--- src/rtl/cem_pkg.sv ---
`timescale 1ns / 1ps
// ----------------------------------------------------------------------------
// cem_pkg: shared types and constants of the coolant energy monitor
// Fixed-point limits, sequencer states and the EMA step helper.
// ----------------------------------------------------------------------------
package cem_pkg;

    localparam int DEBOUNCE_LIMIT    = 10;
    localparam int TICK_DIVIDE       = 20;
    localparam int SENSOR_TIMEOUT_MS = 2000;
    localparam int EMA_ALPHA         = 1311;
    localparam int OVERTEMP_LIMIT    = 25600;
    localparam int SENSOR_MAX        = 12800;

    localparam int DIV_W   = 72;
    localparam int DCNT_W  = $clog2(DIV_W + 1);
    localparam int QUO_W   = 32;
    localparam int DEN_W   = 32;
    localparam int CFG_A_W = 3;
    localparam int CFG_D_W = 24;

    typedef enum logic [CFG_A_W-1:0] {
        REG_GRAMS_PER_PULSE = 3'd0,
        REG_HEAT_CAPACITY   = 3'd1,
        REG_MIN_FLOW        = 3'd2,
        REG_MIN_WATER_TEMP  = 3'd3,
        REG_MAX_WATER_TEMP  = 3'd4,
        REG_ALARM_MASK      = 3'd5
    } cfg_reg_t;

    typedef enum logic [23:0] {
        ST_IDLE   = 24'h000001,
        ST_M_INT  = 24'h000002,
        ST_A_INT  = 24'h000004,
        ST_M_IN   = 24'h000008,
        ST_A_IN   = 24'h000010,
        ST_M_OUT  = 24'h000020,
        ST_A_OUT  = 24'h000040,
        ST_M_MASS = 24'h000080,
        ST_A_MASS = 24'h000100,
        ST_M_A    = 24'h000200,
        ST_S_A    = 24'h000400,
        ST_M_HI   = 24'h000800,
        ST_S_HI   = 24'h001000,
        ST_M_LO   = 24'h002000,
        ST_S_LO   = 24'h004000,
        ST_S_EN   = 24'h008000,
        ST_DIVP   = 24'h010000,
        ST_M_PW   = 24'h020000,
        ST_A_PW   = 24'h040000,
        ST_DIVF   = 24'h080000,
        ST_M_FL   = 24'h100000,
        ST_A_FL   = 24'h200000,
        ST_UPD    = 24'h400000,
        ST_FIN    = 24'h800000
    } cem_state_t;

    typedef struct packed {
        logic             done;
        logic             ovf;
        logic [QUO_W-1:0] quo;
    } div_res_t;

    function automatic logic signed [32:0] ema_step(input logic signed [32:0] avg,
                                                    input logic signed [62:0] prod);
        logic signed [62:0] r;
        r = (prod + 63'sd32768) >>> 16;
        return avg + r[32:0];
    endfunction

endpackage

--- src/rtl/cem_div.sv ---
`timescale 1ns / 1ps
// ----------------------------------------------------------------------------
// cem_div: iterative restoring divider
// One quotient bit per cycle; keeps the low quotient word and flags overflow.
// ----------------------------------------------------------------------------
module cem_div import cem_pkg::*; (
    input  logic             aclk,
    input  logic             aresetn,
    input  logic             start,
    input  logic [DIV_W-1:0] num,
    input  logic [DEN_W-1:0] den,
    output div_res_t         res
);

    logic [DIV_W-1:0]  num_reg, num_next;
    logic [DEN_W-1:0]  rem_reg, rem_next;
    logic [QUO_W-1:0]  quo_reg, quo_next;
    logic              ovf_reg, ovf_next;
    logic [DCNT_W-1:0] cnt_reg, cnt_next;
    logic              busy_reg, busy_next;
    logic              done_reg, done_next;
    logic [DEN_W:0]    sh;
    logic              ge;

    always_comb begin
        sh        = {rem_reg, num_reg[DIV_W-1]};
        ge        = sh >= {1'b0, den};
        num_next  = num_reg;
        rem_next  = rem_reg;
        quo_next  = quo_reg;
        ovf_next  = ovf_reg;
        cnt_next  = cnt_reg;
        busy_next = busy_reg;
        done_next = 1'b0;
        if (start) begin
            num_next  = num;
            rem_next  = '0;
            quo_next  = '0;
            ovf_next  = 1'b0;
            cnt_next  = DCNT_W'(DIV_W);
            busy_next = 1'b1;
        end else if (busy_reg) begin
            num_next = {num_reg[DIV_W-2:0], 1'b0};
            rem_next = ge ? DEN_W'(sh - {1'b0, den}) : sh[DEN_W-1:0];
            quo_next = {quo_reg[QUO_W-2:0], ge};
            ovf_next = ovf_reg | quo_reg[QUO_W-1];
            cnt_next = cnt_reg - 1'b1;
            if (cnt_reg == DCNT_W'(1)) begin
                busy_next = 1'b0;
                done_next = 1'b1;
            end
        end
    end

    always_ff @(posedge aclk) begin
        if (!aresetn) begin
            busy_reg <= 1'b0;
            done_reg <= 1'b0;
            cnt_reg  <= '0;
        end else begin
            busy_reg <= busy_next;
            done_reg <= done_next;
            cnt_reg  <= cnt_next;
        end
    end

    always_ff @(posedge aclk) begin
        num_reg <= num_next;
        rem_reg <= rem_next;
        quo_reg <= quo_next;
        ovf_reg <= ovf_next;
    end

    assign res = '{done: done_reg, ovf: ovf_reg, quo: quo_reg};

endmodule

--- config.mk ---
export PLATFORM = sky130hd
export DESIGN_NAME = cem_div
export DESIGN_NICKNAME = d
export VERILOG_FILES = /design/src/rtl/cem_pkg.sv /design/src/rtl/cem_div.sv
export SDC_FILE = /design/constraint.sdc
export NUM_CORES = 1
export LEC_CHECK = 0
export BUFFER_PORTS_ARGS = -buffer_cell sky130_fd_sc_hd__buf_2
export CAP_MARGIN = 20
export CELL_PAD_IN_SITES_DETAIL_PLACEMENT = 0
export CELL_PAD_IN_SITES_GLOBAL_PLACEMENT = 1
export CORE_ASPECT_RATIO = 0.75
export CORE_UTILIZATION = 45
export CTS_CLUSTER_DIAMETER = 50
export CTS_CLUSTER_SIZE = 40
export DETAILED_ROUTE_END_ITERATION = 10
export PLACE_DENSITY_LB_ADDON = 0.1
export SYNTH_ARGS = -nofsm -noshare
export SYNTH_HDL_FRONTEND = slang
export SYNTH_SLANG_ARGS = --single-unit
--- constraint.sdc ---
create_clock -name aclk -period 6.1 [get_ports aclk]
set_input_delay 0 -clock aclk [delete_from_list [all_inputs] [get_ports aclk]]
set_output_delay 0 -clock aclk [all_outputs]
set_load 0.02 [all_outputs]
Word level (Yosys, flattened, before mapping)
Index checks and enable logic that the tools add are counted.
{"block": "totals", "reg_bits": 146, "in_bits": 107, "output_inout_bits": 34, "wordCells": 27}
{"block": "classes", "add_sub_neg": 2, "magnitude_cmp": 1, "eq_ne": 1, "muxes": 9, "bitwise_logic": 3, "n_reduce_logical": 3}
{"cell": "2-to-1 mux 72 bit", "count": 2}
{"cell": ">= comparator 33 x 32 -> 1 bit", "count": 1}
{"cell": "2-to-1 mux 32 bit", "count": 1}
{"cell": "subtractor 32 bit", "count": 1}
{"cell": "2-to-1 mux 7 bit", "count": 2}
{"cell": "== test 7 x 1 -> 1 bit, second input constant", "count": 1}
{"cell": "subtractor 7 x 1 -> 7 bit, second input constant", "count": 1}
{"cell": "2-to-1 mux 1 bit", "count": 4}
{"cell": "OR reduction 3 bit", "count": 1}
{"cell": "inverter 1 bit", "count": 2}
{"cell": "nonzero test 2 bit", "count": 1}
{"cell": "OR reduction 2 bit", "count": 1}
{"cell": "OR 1 bit", "count": 1}

Longest topological paths before layout
Gate-level depths: netlist of run 1.
{"block": "depth", "depth_word": 4, "mapped_depth": 13, "mapped_depth_nobuf": 12}

Least setup slack after synthesis of run 1
OpenSTA, ideal clock, no wires.
{"block": "synth_path", "kind": "register to register", "start": "register rem_reg[7]", "end": "register rem_reg[10]", "arrival_ps": 2675, "required_time_ps": 5963, "path_slack_ps": 3288, "path_stages_with_launch": 12, "synth_period_minus_slack_ps": 2812, "path_cell_list": "dfxtp_1 -> ha_1 -> buf_4 -> nand2_1 -> or4_1 -> a31o_1 -> a311oi_2 -> o22ai_2 -> o21ai_4 -> buf_6 -> mux2i_1 -> a211oi_1"}
{"block": "synth_via", "elab_chain_len": 2, "elab_cells_between_ends": 3, "cone_classes": "1 x add/sub; 1 x order compare; 1 x mux"}
{"element": "from (decl)", "line_no": "cem_div.sv:16", "text": "logic [DEN_W-1:0] rem_reg, rem_next;"}
{"element": "from (signal assigned)", "line_no": "cem_div.sv:69", "text": "rem_reg <= rem_next;"}
{"element": "subtractor 32 bit / >= comparator 33 x 32 -> 1 bit (equally long branches)", "line_no": "cem_div.sv:44, cem_div.sv:27"}
{"element": "2-to-1 mux 32 bit (*)", "line_no": "cem_div.sv:44", "text": "rem_next = ge ? DEN_W'(sh - {1'b0, den}) : sh[DEN_W-1:0];"}
Mark *: on every way between the ends. The rest lies on a longest branch, timed or not.
A chain may end at the register's enable or synchronous reset.

Worst setup path after layout of run 1
{"block": "layout_path", "start": "register rem_reg[7]", "end": "register rem_reg[9]"}
Same word-level chain as after synthesis.

==> impl_metrics.env, run 1 <==
export IMPL_drt_wl_total_mm=17.4
export IMPL_p_switching_mw=0.720
export IMPL_p_int_mw=1.98
export IMPL_die_area_sq_um=17900
export IMPL_slew_headroom_pct=34.2
export IMPL_drc=0
export IMPL_netlist_top_cells_count="88 x nor2_1, 74 x dfxtp_1, 72 x edfxtp_1, 71 x mux2_2, 51 x mux2i_1"
export IMPL_tightest_slew_ns=0.988
export IMPL_crit_fanout=24
export IMPL_dp_slack_ns=2.17
export IMPL_clockPowerShare_pct=38.6
export IMPL_setup_ws_ns=2.15
export IMPL_design_core_area_sq_um=16900
export IMPL_worstSetupPathType="flop to flop"
export IMPL_leakage_nw=4.33
export IMPL_drt_iter0_markers=295
export IMPL_grt_pass1_vias=5817
export IMPL_synth_top_cell_area_share_pct=27.7
export IMPL_clkLatencyLatePin_ns=0.41
export IMPL_whs_ns=0.0573
export IMPL_switching_share_pct=26.7
export IMPL_antenna_cells=0
export IMPL_cts_buffers=17
export IMPL_area_growth_pct=27.6
export IMPL_numPortBuffers=140
export IMPL_setup_tns_ns=0
export IMPL_syn_area_sq_um=7800
export IMPL_synth_nets=884
export IMPL_max_freq_mhz=253
export IMPL_hold_viol_final=0
export IMPL_ys_types=54
export IMPL_final_cells=1167
export IMPL_async_flop_share_pct=0
export IMPL_clk_pin_slew_worst_paths_ns=0.06
export IMPL_cts_root_buf="clkbuf_16"
export IMPL_initial_core_util_pct=46.2
export IMPL_finalSetupViolations=0
export IMPL_place_congestion=0.863
export IMPL_netlist_instances=742
export IMPL_placed_cell_area_sq_um=8620
export IMPL_drtPass1Iterations=4
export IMPL_synth_edff_count=72
export IMPL_ir_worst_vdd_mv=0.168
export IMPL_powerDensity_nw_per_um2=271
export IMPL_start_kind="flop"
export IMPL_htreeDepth=4
export IMPL_yosysMostFrequentCell="nor2_1"
export IMPL_seq_area_frac_synth_pct=46.7
export IMPL_synth_largest_area_cell="edfxtp_1"
export IMPL_track_usage_pct=20.0
export IMPL_grt_max_degree=87
export IMPL_grt_overflow=0
export IMPL_critPathArrivalTime_ns=4.28
export IMPL_cts_tree="done"
export IMPL_rows=41
export IMPL_drv_slew=0
export IMPL_r2r_slack_ns=2.15
export IMPL_pwr_share_seq_pct=42.9
export IMPL_ant_nets=0
export IMPL_r2r_cells=11
export IMPL_cts_sinks=146
export IMPL_clock_skew_ns=0.00995
export IMPL_dpl_hpwl_mm=11.6
export IMPL_rsz0062_at_grt="no"
export IMPL_nets=1081
export IMPL_io_pins=141
export IMPL_die_x_um=154
export IMPL_crit_required_ns=6.43
export IMPL_post_route_period_util_pct=64.8
export IMPL_drive_gt1_share_pct=26.9
export IMPL_p_comb_share_pct=18.4
export IMPL_min_period_ns=3.95
export IMPL_syn_area_per_cell_sq_um=10.5
export IMPL_die_h_um=116
export IMPL_status="finished, final reports clean"
export IMPL_clockBufferDepth=2
export IMPL_yosysWarningCount=0
export IMPL_via_per_inst=5.21
export IMPL_synth_seq_cells=146
export IMPL_postLayoutCoreUtil_pct=59.0
export IMPL_post_cts_resized=0
export IMPL_antenna_found_initial=0
export IMPL_endpoint_kind="flop"
export IMPL_wl_per_cell_um=14.9
export IMPL_whs_path_depth=5
export IMPL_vias=6079
export IMPL_synth_ff_type="dfxtp_1"
export IMPL_cap_violations=0
export IMPL_total_power_mw=2.70
export IMPL_hp_class="input port to flop"
export IMPL_dp_cells=1062
export IMPL_grt_pass1_wl_mm=28.2
export IMPL_largest_reg_flops=72
export IMPL_ys_top_cells_by_area="edfxtp_1 28%, dfxtp_1 19%, mux2_2 10%, mux2i_1 6.5%, ha_1 5.5%"
export IMPL_final_area_sq_um=9950
## cells by family after synthesis
group,after synthesis,synth area share (%)
compound gates,148,13.0
fa+ha+maj,35,5.71
flops,146,46.7
simple gates,175,9.87
buf+inv,88,4.73
xor+xnor,28,3.15
mux,122,16.8
## timing repair
item,in CTS,in global routing
hold buffers,73,0
buffers inserted,0,0
hold endpoints to repair,75,0
## layout by cell type (no fill, tap or decap), types with 6 or more instances in the layout
| cell type | n |
|---|---|
| o21bai_1 | 6 |
| a211oi_1 | 30 |
| a21o_1 | 18 |
| nand2_1 | 35 |
| nand4_1 | 7 |
| edfxtp_1 | 72 |
| nand3_1 | 11 |
| ha_1 | 34 |
| nor3_1 | 11 |
| a21oi_1 | 28 |
| xnor2_1 | 13 |
| nor2_1 | 88 |
| buf_2 | 139 |
| mux2i_1 | 51 |
| o211ai_1 | 6 |
| o21ai_0 | 24 |
| o21a_1 | 7 |
| xor2_1 | 15 |
| inv_1 | 48 |
| dfxtp_1 | 73 |
| dlygate4sd3_1 | 73 |
| mux2_2 | 71 |
| clkbuf_16 | 20 |
## routing by layer
layer  vias to the layer above  GRT usage (%)  share of wire, %
li1                       3068              -                 -
met1                      2877           27.1                49
met2                       119           31.8                45
met3                        15           4.56               4.4
met4                         0           6.33              0.91
met5                         -              0                 0
## power groups by stage
stage	sequential, mW	combinational [mW]	clock [mW]
final	1.16	0.496	1.04
after global routing	1.17	0.551	1.11
after CTS	1.16	0.497	1.07
after detailed placement	1.18	0.456	0
after global placement	1.17	0.450	0
after floorplan	1.16	0.366	0
## path summary, 6_finish.rpt
check                             endpoint        from
worst min-delay path            rem_reg[0]      den[0]
worst max-delay path            rem_reg[9]  rem_reg[7]
worst min register to register     ovf_reg     ovf_reg
worst max register to register  rem_reg[9]  rem_reg[7]
## layout make-up
type / instances / area, sq um
Clock buffer: 22 / 518
Tap cell: 215 / 269
Fill cell: 1469 / 6920
Timing Repair Buffer: 217 / 1460
Inverter: 49 / 184
Clock inverter: 10 / 86.3
Sequential cell: 146 / 3650
Multi-Input combinational cell: 508 / 3780
## worst max-delay path, stage by stage, from the launching register on
cell and delay, ns:
dfxtp_1 0.32, ha_1 0.41, nand2_1 0.11, or4_1 0.53
a31o_1 0.24, a311oi_2 0.45, o22ai_2 0.21, o21ai_4 0.65
buf_4 0.42, nor2_1 0.07, a41o_1 0.21, a211oi_1 0.21
Note: power is estimated with default switching activity, not from simulation.
==> run 2: changes to the inputs <==
ABC_AREA = 1   (was default)
CORE_UTILIZATION = 41   (was 45)
clock period = 4 ns   (was 6.1 ns; I/O delays follow)
==> run 2 against run 1 <==
Final area is 9.4% higher; first-iteration DRC count up 84%; worst hold slack improved by 0.084 ns; fmax increased by 43%; clock power rose by 57%; die area is 21% higher; non-clock buffer count up 2; clock skew increased by 0.0047 ns; sequential power grew 47%; total power up 38%; synthesized cell count rose by 69%.
==> impl_metrics.env, run 2 <==
export IMPL_status="finished, final reports clean"
export IMPL_area_growth_pct=26.0
export IMPL_r2r_slack_ns=1.24
export IMPL_final_common_cell="nand2_1"
export IMPL_start_kind="flop"
export IMPL_ys_types=39
export IMPL_synth_ff_type="dfxtp_1"
export IMPL_cts_sinks=146
export IMPL_seq_area_frac_synth_pct=42.1
export IMPL_ant_nets=0
export IMPL_r2r_end="rem_reg[29]"
export IMPL_place_congestion=0.930
export IMPL_grt_max_degree=76
export IMPL_synth_nets=1397
export IMPL_clock_skew_ns=0.0147
export IMPL_async_flop_share_pct=0
export IMPL_hold_viol_final=0
export IMPL_synth_seq_cells=146
export IMPL_htreeDepth=4
export IMPL_drc=0
export IMPL_rsz0062_at_grt="no"
export IMPL_synth_compound_area_share_pct=4.15
export IMPL_crit_end="rem_reg[29]"
export IMPL_muxShareOfSynthArea_pct=0
export IMPL_die_h_um=128
export IMPL_grt_overflow=0
export IMPL_post_route_period_util_pct=69.0
export IMPL_finalSetupViolations=0
export IMPL_numPortBuffers=140
export IMPL_netlist_instances=1255
export IMPL_design_core_area_sq_um=20400
export IMPL_final_cell_mix="594 x nand2_1, 193 x inv_1, 140 x buf_2"
export IMPL_hp_class="input port to flop"
export IMPL_rows=45
export IMPL_yosysMostFrequentCell="nand2_1"
export IMPL_die_x_um=170
export IMPL_leakage_nw=5.83
export IMPL_synth_xor_area_share_pct=1.62
export IMPL_tightest_slew_ns=0.900
export IMPL_clockBufferDepth=2
export IMPL_seq_area_sq_um=3640
export IMPL_cts_root_buf="clkbuf_16"
export IMPL_max_freq_mhz=363
export IMPL_synth_edff_count=72
export IMPL_cp_startpoint="rem_reg[29]"
export IMPL_synthAdderAreaFrac_pct=5.15
export IMPL_ir_worst_vdd_mv=0.200
export IMPL_setup_tns_ns=0
export IMPL_total_power_mw=3.72
export IMPL_track_usage_pct=22.6
export IMPL_grt_pass1_vias=7303
export IMPL_powerDensity_nw_per_um2=342
export IMPL_r2r_cells=11
export IMPL_r2r_start="rem_reg[29]"
export IMPL_syn_area_per_cell_sq_um=6.89
export IMPL_io_pins=141
export IMPL_cts_tree="done"
export IMPL_ys_top_cells_by_area="nand2_1 26%, edfxtp_1 25%, dfxtp_1 17%, inv_1 8.5%, ha_1 4.9%"
export IMPL_vias=8055
export IMPL_crit_fanout=33
export IMPL_grt_pass1_wl_mm=38.2
export IMPL_slew_headroom_pct=39.9
export IMPL_initial_core_util_pct=42.3
export IMPL_netlist_top_cells_count="594 x nand2_1, 195 x inv_1, 74 x dfxtp_1, 72 x edfxtp_1, 60 x nand3_1"
export IMPL_antenna_found_initial=0
export IMPL_synth_largest_area_cell="nand2_1"
export IMPL_drt_iter0_markers=544
export IMPL_crit_required_ns=4.32
export IMPL_clk_pin_slew_worst_paths_ns=0.06
export IMPL_worstSetupPathType="flop to flop"
export IMPL_via_per_inst=4.60
export IMPL_synthSimpleGateAreaFrac_pct=36.1
export IMPL_post_cts_resized=0
export IMPL_die_area_sq_um=21700
export IMPL_cap_violations=0
export IMPL_cts_buffers=17
export IMPL_drtPass1Iterations=5
export IMPL_syn_area_sq_um=8650
export IMPL_antenna_cells=0
export IMPL_dpl_hpwl_mm=16.9
export IMPL_drive_gt1_share_pct=13.8
export IMPL_endpoint_kind="flop"
export IMPL_drv_slew=0
export IMPL_clkLatencyLatePin_ns=0.43
export IMPL_nets=1597
export IMPL_largest_reg_flops=72
export IMPL_yosysWarningCount=0
export IMPL_wl_per_cell_um=13.6
export IMPL_min_period_ns=2.76
export IMPL_drt_wl_total_mm=23.8
export IMPL_multiInputGateArea_sq_um=4070
export IMPL_critPathArrivalTime_ns=3.08
export IMPL_synth_top_family_by_area="simple AND/OR/NAND/NOR gates"
export IMPL_post_cts_buffers=0
export IMPL_synth_top_cell_area_share_pct=25.8
export IMPL_num_fill_cells=2062
[run 2: cell count changes in the layout (fill, tap and decap cells not counted), moves of 36 or more]
cell / previous run / this run
nor2_1: 88 / 52
nand3_1: 11 / 60
inv_1: 48 / 193
mux2i_1: 51 / 0
mux2_2: 71 / 0
nand2_1: 35 / 594
[run 2: logic make-up (layout without fill, tap and decap cells)]
family	after synthesis	count (layout)
AOI/OAI and AO/OA	60	60
xor gates and xnor gates	16	16
adders and majority gates	35	35
buffers and inverters	238	451
DFF	146	146
and+or+nand+nor	760	760
[run 2: how the worst min path moves through the flow]
stage / start / end / slack, ns / cells past startpoint
after floorplan: aresetn / busy_reg / 0.15 / 2
after global placement: num[0] / num_reg[0] / 0.26 / 3
after detailed placement: num[0] / num_reg[0] / 0.27 / 3
after CTS: den[1] / rem_reg[1] / 0.13 / 7
after global routing: start / rem_reg[19] / 0.17 / 5
final: den[1] / rem_reg[1] / 0.14 / 7
[run 2: what timing repair did]
item                                   4_1_cts  5_1_grt
endpoints found under the hold margin       80        0
hold buffers                                73        0
setup endpoints to repair                    0        0
[run 2: report_power, final]
part | internal [mW] | switching (mW) | total [mW] | leakage, nW
Clock | 0.894 | 0.737 | 1.63 | 0.293
Combinational | 0.166 | 0.228 | 0.394 | 4.20
Sequential | 1.67 | 0.0251 | 1.70 | 1.34
Total | 2.73 | 0.990 | 3.72 | 5.83
[run 2: routing by layer]
layer | track usage [%] | up-vias | part of all wire (%)
met3 | 5.22 | 13 | 5.4
li1 | - | 4272 | -
met2 | 29.5 | 167 | 38
met4 | 4.82 | 0 | 0.75
met1 | 36.5 | 3603 | 56
met5 | 0 | - | 0
[run 2: metrics by stage]
step | area, sq um | worst slack, ns | util (%) | instances | hold slack [ns]
finish | 10900 | 1.24 | 53.3 | 1750 | 0.142
detailed placement | 9560 | 1.31 | 46.8 | 1645 | 0.273
CTS | 10900 | 1.28 | 53.3 | 1750 | 0.128
global route | 10900 | 1.04 | 53.3 | 1750 | 0.173
floorplan | 8650 | 0.715 | - | 1255 | 0.151
global placement | 9560 | 1.33 | 46.8 | 1645 | 0.258
[run 2: area by class of cell]
| cell class | count | share of cell area [%] |
|---|---|---|
| clock buffer | 18 | 3.94 |
| clock inverter | 14 | 1.55 |
| inverter | 200 | 6.91 |
| multi-input combinational | 871 | 37.4 |
| sequential | 146 | 33.4 |
| tap | 282 | 3.24 |
| timing repair buffer | 219 | 13.6 |
[run 2: worst max-delay path, stage by stage, from the launching register on]
cell     delay, ns
dfxtp_1       0.33
ha_1          0.36
a21oi_1       0.25
nor2_1        0.06
nor3_1        0.32
nand3_2       0.18
nor2_8        0.46
nand2_8       0.27
nand2_2       0.22
nand2_1       0.07
nand2_1       0.06
nand2_1       0.04
==> run 3: changes to the inputs <==
clock period = 2.6 ns   (was 4 ns; I/O delays follow)
==> run 3 against run 2 <==
Worst hold slack worse by 0.012 ns; first-iteration DRC count up 3.5%; clock skew down 0.0053 ns; fmax up 17%; total power up 54%; utilization up 0.49 points; wire length up 1.1%; clock power up 54%; worst setup slack worse by 0.99 ns; register-to-register slack worse by 0.99 ns; critical endpoint is now rem_reg[28].
==> impl_metrics.env, run 3 (synthesized netlist as in run 2, its figures left out) <==
export IMPL_status="finished, final reports clean"
export IMPL_final_cell_mix="594 x nand2_1, 193 x inv_1, 140 x buf_2"
export IMPL_via_per_inst=4.58
export IMPL_rows=45
export IMPL_cts_root_buf="clkbuf_16"
export IMPL_clk_pin_slew_worst_paths_ns=0.07
export IMPL_clockPowerShare_pct=43.7
export IMPL_final_area_sq_um=11000
export IMPL_powerDensity_nw_per_um2=523
export IMPL_drive_gt1_share_pct=14.2
export IMPL_place_congestion=0.905
export IMPL_post_cts_resized=0
export IMPL_slew_headroom_pct=35.6
export IMPL_postLayoutCoreUtil_pct=53.8
export IMPL_initial_core_util_pct=42.3
export IMPL_rsz0062_at_grt="no"
export IMPL_die_area_sq_um=21700
export IMPL_pwr_share_seq_pct=45.4
export IMPL_final_cells=1758
export IMPL_numPortBuffers=140
export IMPL_p_int_mw=4.21
export IMPL_nets=1605
export IMPL_ir_worst_vdd_mv=0.450
export IMPL_worstSetupPathType="flop to flop"
export IMPL_p_comb_share_pct=10.9
export IMPL_crit_required_ns=2.97
export IMPL_antenna_found_initial=0
export IMPL_cts_tree="done"
export IMPL_start_kind="flop"
export IMPL_cts_sinks=146
export IMPL_antenna_cells=0
export IMPL_leakage_nw=5.88
export IMPL_dp_cells=1652
export IMPL_vias=8048
export IMPL_p_switching_mw=1.54
export IMPL_whs_ns=0.130
export IMPL_ant_nets=0
export IMPL_clockBufferDepth=2
export IMPL_grt_pass1_wl_mm=38.5
export IMPL_io_pins=141
export IMPL_drc=0
export IMPL_critPathArrivalTime_ns=2.72
export IMPL_switching_share_pct=26.7
export IMPL_endpoint_kind="flop"
export IMPL_die_x_um=170
export IMPL_dpl_hpwl_mm=17.1
export IMPL_htreeDepth=4
export IMPL_design_core_area_sq_um=20400
export IMPL_largest_reg_flops=72
export IMPL_drtPass1Iterations=5
export IMPL_grt_pass1_vias=7463
export IMPL_min_period_ns=2.35
export IMPL_post_route_period_util_pct=90.4
export IMPL_cap_violations=0
export IMPL_max_freq_mhz=426
export IMPL_grt_overflow=0
export IMPL_die_h_um=128
export IMPL_track_usage_pct=22.8
export IMPL_final_common_cell="nand2_1"
export IMPL_setup_ws_ns=0.251
export IMPL_drv_slew=0
export IMPL_crit_fanout=33
export IMPL_cts_buffers=17
export IMPL_clock_skew_ns=0.00940
export IMPL_total_power_mw=5.75
export IMPL_placed_cell_area_sq_um=9650
export IMPL_tightest_slew_ns=0.964
export IMPL_clkLatencyLatePin_ns=0.42
export IMPL_drt_wl_total_mm=24.1
export IMPL_finalSetupViolations=0
export IMPL_grt_max_degree=73
export IMPL_wl_per_cell_um=13.7
export IMPL_area_growth_pct=27.1
export IMPL_setup_tns_ns=0
export IMPL_drt_iter0_markers=563
export IMPL_hold_viol_final=0
export IMPL_dp_slack_ns=0.301
export IMPL_hp_class="input port to flop"
run 3: cell count changes in the layout (fill, tap and decap cells not counted):
cell / before / now
buf_4: 6 / 10
buf_12: 0 / 3
dlygate4sd3_1: 73 / 74
run 3: path summary, 6_finish.rpt:
check	from	end	slack (ns)	depth (start not counted)
worst max-delay path	rem_reg[16]	rem_reg[28]	0.25	13
worst min-delay path	den[1]	rem_reg[1]	0.13	7
worst max register to register	rem_reg[16]	rem_reg[28]	0.25	13
worst min register to register	rem_reg[19]	rem_reg[19]	0.47	2
run 3: power groups by stage:
| stage | clock, mW | sequential [mW] | combinational [mW] |
|---|---|---|---|
| 3_3_place_gp | 0 | 2.66 | 0.532 |
| 3_5_place_dp | 0 | 2.66 | 0.534 |
| 2_1_floorplan | 0 | 2.65 | 0.338 |
| 4_1_cts | 2.55 | 2.61 | 0.623 |
| 6_report | 2.51 | 2.61 | 0.624 |
| 5_1_grt | 2.66 | 2.62 | 0.699 |
run 3: cell type report:
class | instances | area (sq um)
clock inverters | 14 | 169
well taps | 282 | 353
repair buffers | 227 | 1580
clock buffers | 18 | 429
flip-flops and latches | 146 | 3640
inverters | 200 | 753
fillers | 2085 | 9450
multi-input cells | 871 | 4070
run 3: what timing repair did:
action | in CTS | in global routing
endpoints found under the hold margin | 80 | 0
hold buffers | 74 | 0
setup buffers | 0 | 0
run 3: critical path: stages, from the launching register on:
cell and delay (ns):
dfxtp_1 0.34, ha_1 0.42, nand2_1 0.15, nor2_2 0.21
nand2_1 0.13, nor2_2 0.16, nand3_1 0.10, nand3_2 0.14
nor2_8 0.05, nand2_8 0.20, nand2_2 0.16, nand2_1 0.11
nand2_1 0.05, nand2_1 0.05
run 3: metal layers:
layer  GRT usage (%)  up-vias  wire, um
met1            36.3     3570     13400
met2            30.9      179      9150
met5               0        -         0
li1                -     4288         -
met4            4.72        0       168
met3            4.57       11      1370
